`src/hw/rtl/dcbf_pkg.sv`:
```
// Shared types and constants for the delta-cycle byte FIFO.
// Used by dcbf_ctrl, dcbf_datapath and delta_cycle_byte_fifo; no dependencies.
`default_nettype none

package dcbf_pkg;

  // Ring size and derived widths
  localparam int DEPTH = 16;
  localparam int IDX_W = $clog2(DEPTH);
  localparam int CNT_W = $clog2(DEPTH + 1);

  localparam logic [CNT_W-1:0] DEPTH_CNT = CNT_W'(DEPTH);
  localparam logic [IDX_W-1:0] LAST_IDX  = IDX_W'(DEPTH - 1);

  // Item field widths
  localparam int KIND_W  = 2;
  localparam int DATA_W  = 8;
  localparam int LEVEL_W = 5;
  localparam int PAD_W   = 3;
  localparam int OUT_W   = 1 + DATA_W + 2 * LEVEL_W + 2 + PAD_W;

  typedef enum logic [KIND_W-1:0] {
    KIND_WRITE  = 2'd0,
    KIND_READ   = 2'd1,
    KIND_UPDATE = 2'd2
  } kind_t;

  // Result item as it sits on m_tdata (last member in the lowest bits)
  typedef struct packed {
    logic [PAD_W-1:0]   pad;
    logic               write_event;
    logic               read_event;
    logic [LEVEL_W-1:0] space;
    logic [LEVEL_W-1:0] available;
    logic [DATA_W-1:0]  read_data;
    logic               accepted;
  } result_t;

  // Controller to datapath command
  typedef struct packed {
    logic load;   // take the input item and register its result
  } ctl_t;

endpackage

`default_nettype wire

```
`src/hw/rtl/delta_cycle_byte_fifo.sv`:
```
// Top level of the delta-cycle byte FIFO: controller plus datapath.
// Depends on dcbf_pkg, dcbf_ctrl and dcbf_datapath.
//
// Usage
//   Input items arrive on the s_ group: s_tuser carries the kind (write byte,
//   read byte, end of update phase), s_tdata the byte to store on a write.
//   Every input item produces exactly one result item on the m_ group.
//   Reads see only entries made visible at the last update less the reads
//   since; writes see only the space free at the last update less the writes
//   since. An access that would have to wait comes back with accepted low.
//   Result: presented in the cycle after the item is taken.
//   Throughput: one item per cycle; the result register is refilled in the
//   same cycle it is emptied, so s_tready stays high while m_tready is high.
//   When the receiver stalls the held result stays put and s_tready drops
//   until it is taken; no item is lost or repeated.
//   Reset (rst, synchronous) empties the ring, sets the free count to the
//   full depth and clears the visible count and phase counters; s_tready is
//   low while rst is high. Stored bytes are not cleared; they cannot be read
//   before being written.
`default_nettype none

module delta_cycle_byte_fifo (
  input  wire logic                       clk,
  input  wire logic                       rst,
  input  wire logic                       s_tvalid,
  output logic                            s_tready,
  input  wire logic [dcbf_pkg::DATA_W-1:0] s_tdata,  // [7:0] data_in
  input  wire logic [dcbf_pkg::KIND_W-1:0] s_tuser,  // [1:0] kind
  output logic                            m_tvalid,
  input  wire logic                       m_tready,
  // [0] accepted, [8:1] read_data, [13:9] available, [18:14] space,
  // [19] read_event, [20] write_event, [23:21] zero
  output logic [dcbf_pkg::OUT_W-1:0]      m_tdata
);

  dcbf_pkg::ctl_t    ctl;
  dcbf_pkg::result_t res;

  dcbf_ctrl u_ctrl (
    .clk      (clk),
    .rst      (rst),
    .s_tvalid (s_tvalid),
    .s_tready (s_tready),
    .m_tvalid (m_tvalid),
    .m_tready (m_tready),
    .ctl      (ctl)
  );

  dcbf_datapath u_datapath (
    .clk     (clk),
    .rst     (rst),
    .ctl     (ctl),
    .kind    (s_tuser),
    .data_in (s_tdata),
    .res     (res)
  );

  assign m_tdata = res;

  // An update item always reports accepted
  assert property (@(posedge clk) disable iff (rst)
    (s_tvalid && s_tready && s_tuser == dcbf_pkg::KIND_UPDATE) |=> res.accepted)
    else $error("update item not reported as accepted");

  // Event flags only ever come with an accepted result
  assert property (@(posedge clk) disable iff (rst)
    (m_tvalid && (res.read_event || res.write_event)) |-> res.accepted)
    else $error("event flag on a result that was not accepted");

  // Readable plus writable never exceeds the ring size
  assert property (@(posedge clk) disable iff (rst)
    m_tvalid |-> ({1'b0, res.available} + {1'b0, res.space}
                  <= (dcbf_pkg::LEVEL_W + 1)'(dcbf_pkg::DEPTH)))
    else $error("available plus space exceeds depth");

  // While a result is held, no new item is taken
  assert property (@(posedge clk) disable iff (rst)
    (m_tvalid && !m_tready) |-> !ctl.load)
    else $error("item taken while result register is held");

endmodule

`default_nettype wire

```
`src/hw/rtl/dcbf_ctrl.sv`:
```
// Handshake controller for the delta-cycle byte FIFO.
// Depends on dcbf_pkg for the command struct.
`default_nettype none

module dcbf_ctrl (
  input  wire logic            clk,
  input  wire logic            rst,
  input  wire logic            s_tvalid,
  output logic                 s_tready,
  output logic                 m_tvalid,
  input  wire logic            m_tready,
  output dcbf_pkg::ctl_t       ctl
);

  typedef enum logic [1:0] {
    ST_EMPTY = 2'b01,
    ST_FULL  = 2'b10
  } state_t;

  state_t state;
  state_t state_next;

  // A new item may enter whenever the result register is empty or draining;
  // nothing is taken while reset is held
  assign s_tready = !rst && ((state == ST_EMPTY) || m_tready);
  assign m_tvalid = (state == ST_FULL);
  assign ctl.load = s_tvalid && s_tready;

  always_comb begin
    state_next = state;
    priority if (ctl.load) begin
      state_next = ST_FULL;
    end else if (m_tready) begin
      state_next = ST_EMPTY;
    end
  end

  always_ff @(posedge clk) begin
    if (rst) begin
      state <= ST_EMPTY;
    end else begin
      state <= state_next;
    end
  end

endmodule

`default_nettype wire

```
`src/hw/rtl/dcbf_datapath.sv`:
```
// Ring buffer, phase counters and result register of the delta-cycle byte FIFO.
// Depends on dcbf_pkg for widths, kind codes and the result struct.
`default_nettype none

module dcbf_datapath (
  input  wire logic                        clk,
  input  wire logic                        rst,
  input  wire dcbf_pkg::ctl_t              ctl,
  input  wire logic [dcbf_pkg::KIND_W-1:0] kind,
  input  wire logic [dcbf_pkg::DATA_W-1:0] data_in,
  output dcbf_pkg::result_t                res
);

  logic [dcbf_pkg::DATA_W-1:0] storage [dcbf_pkg::DEPTH];

  logic [dcbf_pkg::IDX_W-1:0] head_index, head_index_next;
  logic [dcbf_pkg::IDX_W-1:0] tail_index, tail_index_next;
  logic [dcbf_pkg::CNT_W-1:0] free_count, free_count_next;
  logic [dcbf_pkg::CNT_W-1:0] visible_count, visible_count_next;
  logic [dcbf_pkg::CNT_W-1:0] phase_reads, phase_reads_next;
  logic [dcbf_pkg::CNT_W-1:0] phase_writes, phase_writes_next;

  logic [dcbf_pkg::CNT_W-1:0] readable, writable;
  logic [dcbf_pkg::CNT_W-1:0] readable_after, writable_after;
  logic [dcbf_pkg::CNT_W:0]   used, used_after;
  logic                       do_write;
  dcbf_pkg::result_t          res_next;
  dcbf_pkg::result_t          res_load;

  // Levels seen by the current item
  assign used     = {1'b0, visible_count} + {1'b0, phase_writes};
  assign readable = (visible_count >= phase_reads) ? visible_count - phase_reads : '0;
  assign writable = ({1'b0, dcbf_pkg::DEPTH_CNT} >= used)
                  ? dcbf_pkg::DEPTH_CNT - used[dcbf_pkg::CNT_W-1:0] : '0;

  always_comb begin
    do_write           = 1'b0;
    head_index_next    = head_index;
    tail_index_next    = tail_index;
    free_count_next    = free_count;
    visible_count_next = visible_count;
    phase_reads_next   = phase_reads;
    phase_writes_next  = phase_writes;
    res_next           = '0;
    unique case (kind)
      dcbf_pkg::KIND_WRITE: begin
        if (writable != '0) begin
          do_write          = 1'b1;
          phase_writes_next = phase_writes + 1'b1;
          tail_index_next   = (tail_index == dcbf_pkg::LAST_IDX) ? '0 : tail_index + 1'b1;
          if (free_count != '0) begin
            free_count_next = free_count - 1'b1;
          end
          res_next.accepted = 1'b1;
        end
      end
      dcbf_pkg::KIND_READ: begin
        if (readable != '0) begin
          phase_reads_next   = phase_reads + 1'b1;
          head_index_next    = (head_index == dcbf_pkg::LAST_IDX) ? '0 : head_index + 1'b1;
          if (free_count < dcbf_pkg::DEPTH_CNT) begin
            free_count_next = free_count + 1'b1;
          end
          res_next.accepted  = 1'b1;
          res_next.read_data = storage[head_index];
        end
      end
      dcbf_pkg::KIND_UPDATE: begin
        res_next.read_event  = (phase_reads != '0);
        res_next.write_event = (phase_writes != '0);
        visible_count_next   = dcbf_pkg::DEPTH_CNT - free_count;
        phase_reads_next     = '0;
        phase_writes_next    = '0;
        res_next.accepted    = 1'b1;
      end
      default: ;  // unused kind: no effect
    endcase
  end

  // Levels reported after the item
  assign used_after     = {1'b0, visible_count_next} + {1'b0, phase_writes_next};
  assign readable_after = (visible_count_next >= phase_reads_next)
                        ? visible_count_next - phase_reads_next : '0;
  assign writable_after = ({1'b0, dcbf_pkg::DEPTH_CNT} >= used_after)
                        ? dcbf_pkg::DEPTH_CNT - used_after[dcbf_pkg::CNT_W-1:0] : '0;

  always_comb begin
    res_load           = res_next;
    res_load.available = dcbf_pkg::LEVEL_W'(readable_after);
    res_load.space     = dcbf_pkg::LEVEL_W'(writable_after);
  end

  always_ff @(posedge clk) begin
    if (rst) begin
      head_index    <= '0;
      tail_index    <= '0;
      free_count    <= dcbf_pkg::DEPTH_CNT;
      visible_count <= '0;
      phase_reads   <= '0;
      phase_writes  <= '0;
    end else if (ctl.load) begin
      head_index    <= head_index_next;
      tail_index    <= tail_index_next;
      free_count    <= free_count_next;
      visible_count <= visible_count_next;
      phase_reads   <= phase_reads_next;
      phase_writes  <= phase_writes_next;
    end
  end

  // Byte store and result register: payload only, no reset
  always_ff @(posedge clk) begin
    if (ctl.load && do_write) begin
      storage[tail_index] <= data_in;
    end
    if (ctl.load) begin
      res <= res_load;
    end
  end

endmodule

`default_nettype wire

```
`config.mk`:
```
export PLATFORM = sky130hd
export DESIGN_NAME = delta_cycle_byte_fifo
export DESIGN_NICKNAME = d
export VERILOG_FILES = /design/src/hw/rtl/dcbf_pkg.sv /design/src/hw/rtl/delta_cycle_byte_fifo.sv /design/src/hw/rtl/dcbf_ctrl.sv /design/src/hw/rtl/dcbf_datapath.sv
export SDC_FILE = /design/constraint.sdc
export NUM_CORES = 1
export LEC_CHECK = 0
export BUFFER_PORTS_ARGS = -buffer_cell sky130_fd_sc_hd__buf_2
export CORE_MARGIN = 1.5
export CORE_UTILIZATION = 45
export CTS_CLUSTER_DIAMETER = 80
export DETAILED_ROUTE_END_ITERATION = 8
export HOLD_SLACK_MARGIN = 0.12
export SKIP_CTS_REPAIR_TIMING = 1
export SYNTH_ARGS = -nofsm -noshare
export SYNTH_HDL_FRONTEND = slang
export SYNTH_SLANG_ARGS = --single-unit
```
`constraint.sdc`:
```
create_clock -name clk -period 8.95 [get_ports clk]
set_clock_uncertainty 0.1 [all_clocks]
set_input_delay 0.895 -clock clk [delete_from_list [all_inputs] [get_ports clk]]
set_output_delay 0.895 -clock clk [all_outputs]
set_load 0.01 [all_outputs]
```
[Word level (Yosys, flattened, before mapping)]
Memories as Yosys holds them, arrays and structs flattened. A register that Yosys moved wholly into a read port is not among the register bits.
Cells that the tools add are included.
Storage, ports and cells
  bits in latches: 0
  output and inout port bits: 26
  bits in registers: 43
  memory bits (writable): 128
  logic and storage cells: 81
  memories kept: 1
  ROM bits: 0
Memory list
  u_datapath.storage: depth 16, width 8, rd ports 1, clocked after memory_dff 1, write ports 1, line dcbf_datapath.sv:14  | logic [dcbf_pkg::DATA_W-1:0] storage [dcbf_pkg::DEPTH];
Operators by class
  multipliers: 0
  mux-type cells: 22
  magnitude comparators: 5
  div/mod/pow operators: 0
  reduce and logical (&&, ||, !) cells: 18
  eq/ne operators: 10
  shifts and indexed selects: 0
  add/subtract/negate cells: 13
  bitwise operators: 0
Operators with widths (number)
  $mux 5: 9
  $pmux 5 s2: 3
  $reduce_bool 5->1: 5
  $add 5x1->5 const B: 3
  $sub 5x5->5 const A: 3
  $add 5x5->6: 2
  $ge 5x6->1 const A: 2
  $ge 5x5->1: 2
  $sub 5x5->5: 2
  $add 4x1->4 const B: 2
  $eq 4x4->1 const B: 2
  $mux 4: 2
  $ne 2x1->1 const B: 4
  $reduce_and 3->1: 2
  $reduce_and 6->1: 1
  $lt 5x5->1 const B: 1
  $mux 1: 5
  $sub 5x1->5 const B: 1
  $eq 2x1->1 const B: 2
  $eq 2x2->1 const B: 2
  $mux 2: 2
  $reduce_bool 2->1: 2
  $logic_and 1x1->1: 3
  $pmux 1 s3: 1
  other kinds (4): 5

[Longest topological paths before layout]
Gate-level depths: netlist (run 1).
  depth in word-level cells: 9
  gate-level depth with buffers: 20
  mapped depth without buffers: 20

[Hierarchy]
Synthesis (run 1) repeated with hierarchy kept, for this count alone.
Second synthesis, totals
  cell total of the unflattened synthesis: 593
  area, all modules: 8446.9 um2
By module, submodules not included
  dcbf_datapath: cells an instance 579, instances 1, seq. area each 5034.8 um2, area an instance 8335.5 um2
  dcbf_ctrl: cells an instance 14, instances 1, seq. area each 40.0 um2, area an instance 111.4 um2

[Worst setup path after synthesis (run 1)]
OpenSTA, ideal clock, no wires.
  path kind: flip-flop to flip-flop
  start: reg u_datapath.phase_writes[0] (netlist bit)
  end: reg u_datapath.res[17] (netlist name)
  data arrival time: 4.048 ns
  stages on the path, launching flop included: 20
  path slack: 4.538 ns
  period minus slack after synthesis: 4.412 ns
  cell sequence: dfxtp_1 > ha_1 > fa_1 > inv_1 > ha_1 > xnor3_1 > or3_1 > nand4b_1 > o31a_1 > nand3_1 > buf_6 > nor2_1 > a22o_1 > ha_1 > a21o_1 > a21oi_1 > xnor2_1 > nor2_1 > o21ai_0 > nor2_1
Between the ends
  word-level cells in the longest chain between the ends: 8
Ends and longest elaborated chain
  from (decl): line dcbf_datapath.sv:21  | logic [dcbf_pkg::CNT_W-1:0] phase_writes, phase_writes_next;
  from (signal assigned): line dcbf_datapath.sv:107  | phase_writes <= phase_writes_next;
  $add 5x5->6: line dcbf_datapath.sv:31  | assign used = {1'b0, visible_count} + {1'b0, phase_writes};
  $sub 5x5->5 / $ge 5x6->1 (equally long branches): line dcbf_datapath.sv:34, dcbf_datapath.sv:33
  $mux 5: line dcbf_datapath.sv:34  | ? dcbf_pkg::DEPTH_CNT - used[dcbf_pkg::CNT_W-1:0] : '0;
  $reduce_bool 5->1: line dcbf_datapath.sv:47  | if (writable != '0) begin
  $mux 5 (*): line dcbf_datapath.sv:47
  $pmux 5 s2 (*): line dcbf_datapath.sv:45  | unique case (kind)
  named net u_datapath.phase_writes_next, one bit: line dcbf_datapath.sv:21
  $add 5x5->6 (*): line dcbf_datapath.sv:81  | assign used_after = {1'b0, visible_count_next} + {1'b0, phase_writes_next};
  $sub 5x5->5 / $ge 5x6->1 (equally long branches): line dcbf_datapath.sv:85, dcbf_datapath.sv:84
The timed path passes the listed nets; every way through them passes the cells marked *.
A chain may end at the register's enable or synchronous reset.

[Worst setup path in the final report (run 1)]
  start: reg u_datapath.phase_writes[0] (netlist bit)
  end: reg u_datapath.res[17] (netlist name)
Between the ends
  word-level cells in the longest chain between the ends: 8
Ends and longest elaborated chain (line)
  $add 5x5->6: dcbf_datapath.sv:31
  $sub 5x5->5 / $ge 5x6->1 (equally long branches): dcbf_datapath.sv:34, dcbf_datapath.sv:33
  $mux 5: dcbf_datapath.sv:34
  $reduce_bool 5->1: dcbf_datapath.sv:47
  $mux 5 (*): dcbf_datapath.sv:47
  $pmux 5 s2 (*): dcbf_datapath.sv:45
  named net u_datapath.phase_writes_next, one bit: dcbf_datapath.sv:21
  $add 5x5->6 (*): dcbf_datapath.sv:81
  $sub 5x5->5 / $ge 5x6->1 (equally long branches): dcbf_datapath.sv:85, dcbf_datapath.sv:84
Marked as above.

==> flow_summary.toml, run 1 <==
[outcome]
run_status = "finished, final reports clean"

[power]
power_frac_clock = 0.421
netSwitchingFraction = 0.245
sw_power_mw = 0.458
seq_power_share = 0.495
total_leakage_power_nw = 3.39
internal_power_mw = 1.41
comb_power_frac = 0.085
power-per-cell-area_mw_per_mm2 = 194
irDropWorstVdd_uv = 124

[clocking]
cts_tree = "yes"
buffer_levels_on_the_longest_clock_path = 2
cts.reportedPaths.clkPinSlew_ps = 70
clock_latency_at_the_later_pin_of_the_worst_skew_pair_ps = 430
cts-buffers-inserted = 17
clock_sink_count = 179
root_buffer = "sky130_fd_sc_hd__clkbuf_16"
cts-htree-levels = 4

[synthesis]
postSynth.topFlopCell = "sky130_fd_sc_hd__edfxtp_1"
share_of_synthesized_flip_flops_with_an_asynchronous_set_or_reset = 0
synth_edf_count = 149
yosys_register_bits = 179
postSynthAreaPerCell_um2 = 14.0
seq_total_area_yosys = 0.591
synth_cells = 613
synth_cell_type_count = 62
yosysWarningCount = 0
post_synth_instance_area_mm2 = 0.00859

[global_routing]
number_of_antenna_violations_at_the_first_check_in_global_routing = 0
global_route.usage.total = 0.183
grt_first_pass_wirelength_mm = 27.5
gr-total-overflow = 0
grt_pass1_vias = 5160
grt_max_degree = 37

[detailed_routing]
drt-total-wl_mm = 17.0
detail_route.wirelength.met1_mm = 7.63
dr_wl_met2_mm = 8.53
1st_iter_drt_viols = 317
route.top_layer_used = "met4"
drt-pass1-iter-count = 4
routed_wire_length_per_instance_um = 19.0
length_of_routed_met3_wiring_um = 631
routed_via_density = 5.59
route.vias.total = 5011
number_of_drc_violations_after_detailed_routing = 0
final_antenna_net_count = 0

[die]
initial_utilization = 0.459
die_width_um = 141
ioPinCount = 40
floorplan_core_area_mm2 = 0.0187
fp-row-count = 50
die_area_mm2 = 0.0199
chipHeight_um = 141

[finish]
drive_gt1_frac = 0.190
stdcell_area_mm2 = 0.00964
antenna_cells_inserted = 0
syn_to_final_growth_pct = 12.2
filler_cell_count = 1524
nNetsFinal = 710

[hold_path]
worst_hold_path_type = "flip-flop to flip-flop"
hold_path_startpoint = "u_ctrl.state[1]"

[timing]
fmaxAchievable_mhz = 200
maxSlewHeadroom = 0.428
finalCriticalPeriod_ps = 5000
setup_tns_ps = 0
worst-slew-pin-transition_ps = 855
rsz0062_at_grt = "no"
setup-violations-final = 0
layout_worst_path_cycle_share = 0.559
timing_hold_violations_final = 0
final_max_slew_viol_count = 0

[setup_path]
timing.critical_path.required_ps = 9030
crit_path_cell_trace = "ha_1 > fa_1 > inv_1 > ha_1 > xnor3_1 > or3_1 > nand4b_1 > o31a_1 > nand3_1 > nor2_1 > a22o_1 > ha_1 > a21o_1 > a21oi_1 > xnor2_1 > nor2_1 > o21ai_0 > nor2_1"
critPathSlowestCell = "sky130_fd_sc_hd__dfxtp_1"
critPathLaunchType = "flip-flop"
crit_path_max_incr_delay_ps = 480
worst-setup-path-type = "flip-flop to flip-flop"
worst_setup_path_startpoint = "u_datapath.phase_writes[0]"
critical_path_peak_fanout = 11
critical_path.endpoint_type = "flip-flop"
crit_arrival_ps = 5080
worst_r2r_startpoint = "u_datapath.phase_writes[0]"

[placement]
gp_congestion = 0.869
placedInstanceArea_mm2 = 0.00901
io_buffers = 36
post_detailed_placement_half_perimeter_wirelength_mm = 11.8

[run]
maxCapViolCount = 0
## cell families after synthesis
group / synth area share
DFF: 0.591
and+or+nand+nor: 0.0910
AOI/OAI and AO/OA: 0.0729
buffers and inverters: 0.0307
muxes: 0.123
adders and majority gates: 0.0713
xor gates and xnor gates: 0.0199
other: 0.000436
## power by group through the flow
stage | logic (mW) | registers, mW | clock network [mW]
2_1_floorplan | 0.110 | 0.945 | 0
3_3_place_gp | 0.152 | 0.942 | 0
3_5_place_dp | 0.158 | 0.943 | 0
4_1_cts | 0.159 | 0.924 | 0.796
5_1_grt | 0.177 | 0.925 | 0.829
6_report | 0.158 | 0.924 | 0.786
## layout make-up
cell class / count / area [um^2] / area share
clock buffers: 17 / 425 / 0.0441
repair buffers: 44 / 240 / 0.0249
well taps: 234 / 293 / 0.0304
inverters: 36 / 135 / 0.0140
multi-input cells: 372 / 3260 / 0.338
clock inverters: 15 / 206 / 0.0214
flip-flops and latches: 179 / 5080 / 0.527
## Yosys cell counts (11+ instances only)
master	number	area [um^2]
sky130_fd_sc_hd__a21o_1	11	82.6
sky130_fd_sc_hd__a21oi_1	29	145
sky130_fd_sc_hd__and3_1	12	75.1
sky130_fd_sc_hd__clkbuf_1	17	63.8
sky130_fd_sc_hd__dfxtp_1	30	601
sky130_fd_sc_hd__edfxtp_1	149	4470
sky130_fd_sc_hd__ha_1	41	513
sky130_fd_sc_hd__inv_1	36	135
sky130_fd_sc_hd__mux2i_1	13	130
sky130_fd_sc_hd__mux4_2	40	901
sky130_fd_sc_hd__nand2_1	40	150
sky130_fd_sc_hd__nand3_1	13	65.1
sky130_fd_sc_hd__nor2_1	47	176
sky130_fd_sc_hd__xnor2_1	11	96.3
## state kept, by name, indices dropped and copies added (netlist names)
signal and flops:
u_datapath.phase_reads 5, u_datapath.visible_count 5, u_datapath.free_count 5, u_datapath.res 21, u_datapath.storage 128, u_datapath.tail_index 4
u_ctrl.state 2, u_datapath.head_index 4, u_datapath.phase_writes 5
## final timing paths
check / slack, ps / to / depth (start not counted)
hold / removal: 380 / u_ctrl.state[1] / 2
setup / recovery: 3950 / u_datapath.res[17] / 18
hold reg to reg: 380 / u_ctrl.state[1] / 2
setup reg to reg: 3950 / u_datapath.res[17] / 18
## layer usage
layer,up-vias,track usage
li1,2407,-
met1,2483,0.234
met2,105,0.310
met3,16,0.0363
met4,0,0.0680
met5,-,0
## per-stage QoR
stage                     std cells  hold slack, ps  setup WS [ps]  power [mW]   util
after global placement          865             349           4190        1.09  0.481
after global routing            897             427           3560        1.93  0.515
after floorplan                 615             340           4540        1.05      -
final                           897             380           3950        1.87  0.515
after detailed placement        865             373           3980        1.10  0.481
after CTS                       897             384           3970        1.88  0.515
## critical path: cells and delay by family (launching register included)
family                   cells  cell delay (ps)
flip-flops                   1              480
AO/OA/AOI/OAI                5             1270
AND/OR/NAND/NOR              6             1110
XOR/XNOR                     2              450
buffers and inverters        1              110
adder cells (fa/ha/maj)      4             1220
## cells in the final DEF (no fill, tap or decap), types with 12 or more instances in the layout
| master | instances |
|---|---|
| sky130_fd_sc_hd__nor2_1 | 47 |
| sky130_fd_sc_hd__ha_1 | 41 |
| sky130_fd_sc_hd__clkbuf_16 | 17 |
| sky130_fd_sc_hd__inv_1 | 36 |
| sky130_fd_sc_hd__nand3_1 | 13 |
| sky130_fd_sc_hd__buf_2 | 36 |
| sky130_fd_sc_hd__dfxtp_1 | 29 |
| sky130_fd_sc_hd__edfxtp_1 | 149 |
| sky130_fd_sc_hd__a21oi_1 | 29 |
| sky130_fd_sc_hd__nand2_1 | 40 |
| sky130_fd_sc_hd__mux2i_1 | 13 |
| sky130_fd_sc_hd__mux4_2 | 40 |
| sky130_fd_sc_hd__and3_1 | 12 |
No activity file was read; power rests on OpenSTA's default activity.
==> run 2: changes to the inputs <==
==> constraint.sdc (replaced) <==
create_clock -name clk -period 4.92 [get_ports clk]
set_clock_uncertainty 0.1 [all_clocks]
set_input_delay 0.492 -clock clk [delete_from_list [all_inputs] [get_ports clk]]
set_output_delay 0.492 -clock clk [all_outputs]
set_load 0.01 [all_outputs]
==> flow_summary.toml, run 2 (same netlist as run 1, synthesis figures left out) <==
[outcome]
run_status = "finished, final reports clean"

[timing]
setup-violations-final = 0
rsz0062_at_grt = "no"
layout_worst_path_cycle_share = 0.934
fmaxAchievable_mhz = 218
finalCriticalPeriod_ps = 4600
worst-slew-pin-transition_ps = 864
setup_tns_ps = 0
timing_hold_violations_final = 0
maxSlewHeadroom = 0.424
final_max_slew_viol_count = 0

[run]
maxCapViolCount = 0

[setup_path]
worst_r2r_startpoint = "u_datapath.visible_count[0]"
worst-r2r-setup-slack_ps = 320
ff2ff_path_depth = 20
r2r-end = "u_datapath.res[15]"
critical_path.endpoint_type = "flip-flop"
crit_arrival_ps = 4680
critical_path_peak_fanout = 5
worst-setup-path-type = "flip-flop to flip-flop"
critPathLaunchType = "flip-flop"
timing.critical_path.required_ps = 5000

[detailed_routing]
1st_iter_drt_viols = 373
routed_wire_length_per_instance_um = 18.4
routed_via_density = 5.62
number_of_drc_violations_after_detailed_routing = 0
drt-pass1-iter-count = 5
final_antenna_net_count = 0
drt-total-wl_mm = 16.6
route.vias.total = 5071

[die]
die_width_um = 141
initial_utilization = 0.459
fp-row-count = 50
ioPinCount = 40
chipHeight_um = 141
die_area_mm2 = 0.0199
floorplan_core_area_mm2 = 0.0187

[finish]
drive_gt1_frac = 0.196
nNetsFinal = 715
largest_register_ff_count = 128
mostFrequentLayoutCell = "sky130_fd_sc_hd__edfxtp_1"
stdcell_area_mm2 = 0.00967
most-common-layout-cells = "sky130_fd_sc_hd__edfxtp_1, sky130_fd_sc_hd__nor2_1, sky130_fd_sc_hd__ha_1"
max_flop_register = "u_datapath.storage"
largest_registers = "u_datapath.storage: 128 flops, u_datapath.res: 21 flops"
syn_to_final_growth_pct = 12.6
antenna_cells_inserted = 0

[hold_path]
min_path_cells = 3
hold_path_startpoint = "m_tready"
worst_hold_path_type = "input pin to flip-flop"
whs_endpoint = "u_ctrl.state[0]"

[placement]
post_detailed_placement_half_perimeter_wirelength_mm = 12.0
gp_congestion = 0.878
placedInstanceArea_mm2 = 0.00904
io_buffers = 36

[clocking]
cts-htree-levels = 4
clock_sink_count = 179
cts-buffers-inserted = 17
root_buffer = "sky130_fd_sc_hd__clkbuf_16"
cts_tree = "yes"
clock_latency_at_the_later_pin_of_the_worst_skew_pair_ps = 430
cts.reportedPaths.clkPinSlew_ps = 70
buffer_levels_on_the_longest_clock_path = 2

[global_routing]
grt_max_degree = 36
number_of_antenna_violations_at_the_first_check_in_global_routing = 0
global_route.usage.total = 0.178
grt_first_pass_wirelength_mm = 27.0
grt_pass1_vias = 5058
gr-total-overflow = 0

[power]
total_leakage_power_nw = 3.41
power-per-cell-area_mw_per_mm2 = 346
irDropWorstVdd_uv = 298
## run 2: cell types whose count changed in the layout (fill, tap and decap cells not counted)
cell / before / now
sky130_fd_sc_hd__bufinv_16: 2 / 0
sky130_fd_sc_hd__clkinv_4: 0 / 1
sky130_fd_sc_hd__buf_4: 8 / 13
sky130_fd_sc_hd__inv_12: 0 / 2
sky130_fd_sc_hd__inv_8: 8 / 3
sky130_fd_sc_hd__o21ai_0: 8 / 7
sky130_fd_sc_hd__o21ai_1: 2 / 3
sky130_fd_sc_hd__clkinvlp_4: 2 / 1
sky130_fd_sc_hd__clkinv_8: 2 / 7
## run 2: worst max-delay path: stages (launching register included)
cell and delay [ps]:
sky130_fd_sc_hd__dfxtp_1 370, sky130_fd_sc_hd__ha_1 220, sky130_fd_sc_hd__fa_1 440, sky130_fd_sc_hd__inv_1 100
sky130_fd_sc_hd__ha_1 230, sky130_fd_sc_hd__xnor3_1 220, sky130_fd_sc_hd__or3_1 340, sky130_fd_sc_hd__nand4b_1 200
sky130_fd_sc_hd__o31a_1 330, sky130_fd_sc_hd__a31oi_4 220, sky130_fd_sc_hd__o21ai_0 120, sky130_fd_sc_hd__o21ai_0 90
sky130_fd_sc_hd__ha_1 190, sky130_fd_sc_hd__inv_1 50, sky130_fd_sc_hd__fa_1 400, sky130_fd_sc_hd__inv_1 80
sky130_fd_sc_hd__a21o_1 100, sky130_fd_sc_hd__a21oi_1 70, sky130_fd_sc_hd__xor2_1 160, sky130_fd_sc_hd__o21ai_1 230
sky130_fd_sc_hd__nor2_1 80
## run 2: power by group
part / total (mW) / switching [mW] / internal, mW
Combinational: 0.291 / 0.174 / 0.118
Sequential: 1.68 / 0.0158 / 1.67
Clock: 1.37 / 0.673 / 0.701
Total: 3.35 / 0.862 / 2.48
## run 2: area by class of cell
cell class                      instances  area, um^2
Multi-Input combinational cell        372        3260
Sequential cell                       179        5080
Clock buffer                           17         425
Fill cell                            1582        9030
Inverter                               36         135
Tap cell                              234         293
Clock inverter                         15         205
Timing Repair Buffer                   49         278
## run 2: worst max path at each step
| stage | from | endpoint | slack [ps] | cells past startpoint |
|---|---|---|---|---|
| after floorplan | u_datapath.phase_writes[0] | u_datapath.res[17] | 510 | 19 |
| after global placement | u_datapath.visible_count[0] | u_datapath.res[17] | 460 | 20 |
| after detailed placement | u_datapath.visible_count[0] | u_datapath.res[17] | 290 | 20 |
| after CTS | u_datapath.visible_count[0] | u_datapath.res[17] | 270 | 20 |
| after global routing | u_datapath.visible_count[0] | u_datapath.res[17] | 40 | 20 |
| final | u_datapath.visible_count[0] | u_datapath.res[15] | 320 | 20 |
## run 2: layer usage
layer  vias to the layer above  part of all wire  track usage
li1                       2419                 -            -
met1                      2527              0.44        0.225
met2                       113              0.51        0.308
met3                        12             0.037       0.0425
met4                         0             0.011       0.0477
met5                         -                 0            0
## run 2: per-stage QoR
stage / hold WS [ps] / instances / util / power [mW] / worst slack [ps]
2_1_floorplan: 340 / 615 / - / 1.92 / 508
5_1_grt: 228 / 902 / 0.517 / 3.47 / 37.4
3_3_place_gp: 349 / 870 / 0.483 / 2.00 / 460
6_report: 207 / 902 / 0.517 / 3.35 / 323
4_1_cts: 198 / 902 / 0.517 / 3.38 / 269
3_5_place_dp: 364 / 870 / 0.483 / 2.01 / 294
==> run 3: changes to the inputs <==
--- a/config.mk
+++ b/config.mk
@@ -6,11 +6,11 @@
 export NUM_CORES = 1
 export LEC_CHECK = 0
 export BUFFER_PORTS_ARGS = -buffer_cell sky130_fd_sc_hd__buf_2
-export CORE_MARGIN = 1.5
-export CORE_UTILIZATION = 45
+export CORE_UTILIZATION = 60
 export CTS_CLUSTER_DIAMETER = 80
 export DETAILED_ROUTE_END_ITERATION = 8
 export HOLD_SLACK_MARGIN = 0.12
+export PLACE_DENSITY = 0.78
 export SKIP_CTS_REPAIR_TIMING = 1
 export SYNTH_ARGS = -nofsm -noshare
 export SYNTH_HDL_FRONTEND = slang
==> flow_summary.toml, run 3 (same netlist as run 1, synthesis figures left out) <==
[outcome]
run_status = "finished, final reports clean"

[detailed_routing]
routed_via_density = 6.22
final_antenna_net_count = 0
1st_iter_drt_viols = 426
number_of_drc_violations_after_detailed_routing = 0
drt-total-wl_mm = 18.5
route.vias.total = 5272
drt-pass1-iter-count = 5
routed_wire_length_per_instance_um = 21.8

[timing]
setup_tns_ps = 0
fmaxAchievable_mhz = 216
setup_ws_ps = 281
holdWs_ps = 211
finalCriticalPeriod_ps = 4640
maxSlewHeadroom = 0.384
final_max_slew_viol_count = 0
rsz0062_at_grt = "yes"
setup-violations-final = 0
worst-slew-pin-transition_ps = 920
layout_worst_path_cycle_share = 0.943
timing_hold_violations_final = 0

[power]
power_frac_clock = 0.410
seq_power_share = 0.501
irDropWorstVdd_uv = 471
comb_power_frac = 0.089
sw_power_mw = 0.805
power-per-cell-area_mw_per_mm2 = 351
netSwitchingFraction = 0.240
power.total_mw = 3.36
internal_power_mw = 2.56
total_leakage_power_nw = 3.40

[clocking]
buffer_levels_on_the_longest_clock_path = 2
clock_latency_at_the_later_pin_of_the_worst_skew_pair_ps = 430
root_buffer = "sky130_fd_sc_hd__clkbuf_16"
cts.reportedPaths.clkPinSlew_ps = 70
cts-buffers-inserted = 17
clock_sink_count = 179
cts-htree-levels = 4
cts_tree = "yes"

[die]
die_area_mm2 = 0.0148
die_width_um = 122
floorplan_core_area_mm2 = 0.0139
fp-row-count = 43
initial_utilization = 0.617
ioPinCount = 40
chipHeight_um = 122

[setup_path]
crit_path_max_incr_delay_ps = 460
critPathSlowestCell = "sky130_fd_sc_hd__fa_1"
critical_path_peak_fanout = 5
critical_path.endpoint_type = "flip-flop"
worstPathBufferInverterCount = 2
crit_arrival_ps = 4720
critical-path-top-delay-family = "adder cells"
crit_path_cell_trace = "ha_2 > fa_1 > inv_1 > ha_1 > xnor3_1 > or3_1 > nand4b_1 > o31a_1 > a31oi_4 > o21ai_0 > o21ai_0 > ha_1 > inv_1 > fa_1 > ha_1 > nand2_1 > nor2_1 > o21ai_1 > nor2_1"
critical_path.most_common_cell = "sky130_fd_sc_hd__ha_1"
worst-r2r-setup-slack_ps = 280
timing.critical_path.required_ps = 5000
worst-setup-path-type = "flip-flop to flip-flop"
critPathLaunchType = "flip-flop"

[global_routing]
grt_max_degree = 36
grt_first_pass_wirelength_mm = 28.8
gr-total-overflow = 0
grt_pass1_vias = 5207
global_route.usage.total = 0.272
number_of_antenna_violations_at_the_first_check_in_global_routing = 0

[hold_path]
worst_hold_path_type = "input pin to flip-flop"

[placement]
gp_congestion = 0.879
dpl_worst_slack_ps = 306
io_buffers = 36
placedInstanceArea_mm2 = 0.00897
dp_cells = 815
post_detailed_placement_half_perimeter_wirelength_mm = 12.2

[finish]
count_of_non_filler_cells_in_the_finished_layout = 847
drive_gt1_frac = 0.198
stdcell_area_mm2 = 0.00959
largest_register_ff_count = 128
mostFrequentLayoutCell = "sky130_fd_sc_hd__edfxtp_1"
most-common-layout-cells = "sky130_fd_sc_hd__edfxtp_1, sky130_fd_sc_hd__nor2_1, sky130_fd_sc_hd__nand2_1, sky130_fd_sc_hd__mux4_2, sky130_fd_sc_hd__ha_1"
nNetsFinal = 714
syn_to_final_growth_pct = 11.5
final_core_area_utilization = 0.688
largest_registers = "u_datapath.storage: 128 flops, u_datapath.res: 21 flops"
max_flop_register = "u_datapath.storage"
antenna_cells_inserted = 0

[run]
maxCapViolCount = 0
==> run 3: changes by cell type in the layout (fill, tap and decap cells not counted), sizes merged <==
cell	before	now
clkinvlp	1	2
clkinv	8	4
inv	42	43
buf	49	48
bufinv	0	2
==> run 3: power groups by stage <==
stage                     Clock (mW)  Sequential (mW)  Combinational, mW
after floorplan                    0             1.72              0.199
after global placement             0             1.72              0.277
after detailed placement           0             1.72              0.292
after CTS                       1.39             1.68              0.296
after global routing            1.45             1.69              0.328
final                           1.38             1.68              0.299
==> run 3: layer usage <==
layer,vias up,global-route usage,part of all wire
met4,0,0.116,0.023
met3,34,0.0510,0.049
met1,2626,0.311,0.38
met5,-,0,0
met2,200,0.495,0.55
li1,2412,-,-
==> run 3: path summary, 6_finish.rpt <==
path	startpoint	endpoint	depth (start not counted)
worst min-delay path	m_tready	u_ctrl.state[0]	3
worst max register to register	u_datapath.visible_count[0]	u_datapath.res[17]	19
worst max-delay path	u_datapath.visible_count[0]	u_datapath.res[17]	19
worst min register to register	u_ctrl.state[1]	u_ctrl.state[1]	2
==> run 3: worst min-delay path: stages <==
cell and delay, ps:
sky130_fd_sc_hd__buf_2 90, sky130_fd_sc_hd__nor3_1 40, sky130_fd_sc_hd__nor2_1 80
==> run 3: cell type report <==
type                            count  area [um^2]
Sequential cell                   179         5080
Clock buffer                       17          425
Tap cell                          180          225
Timing Repair Buffer               48          270
Multi-Input combinational cell    372         3270
Clock inverter                     15          185
Fill cell                         889         4350
Inverter                           36          135
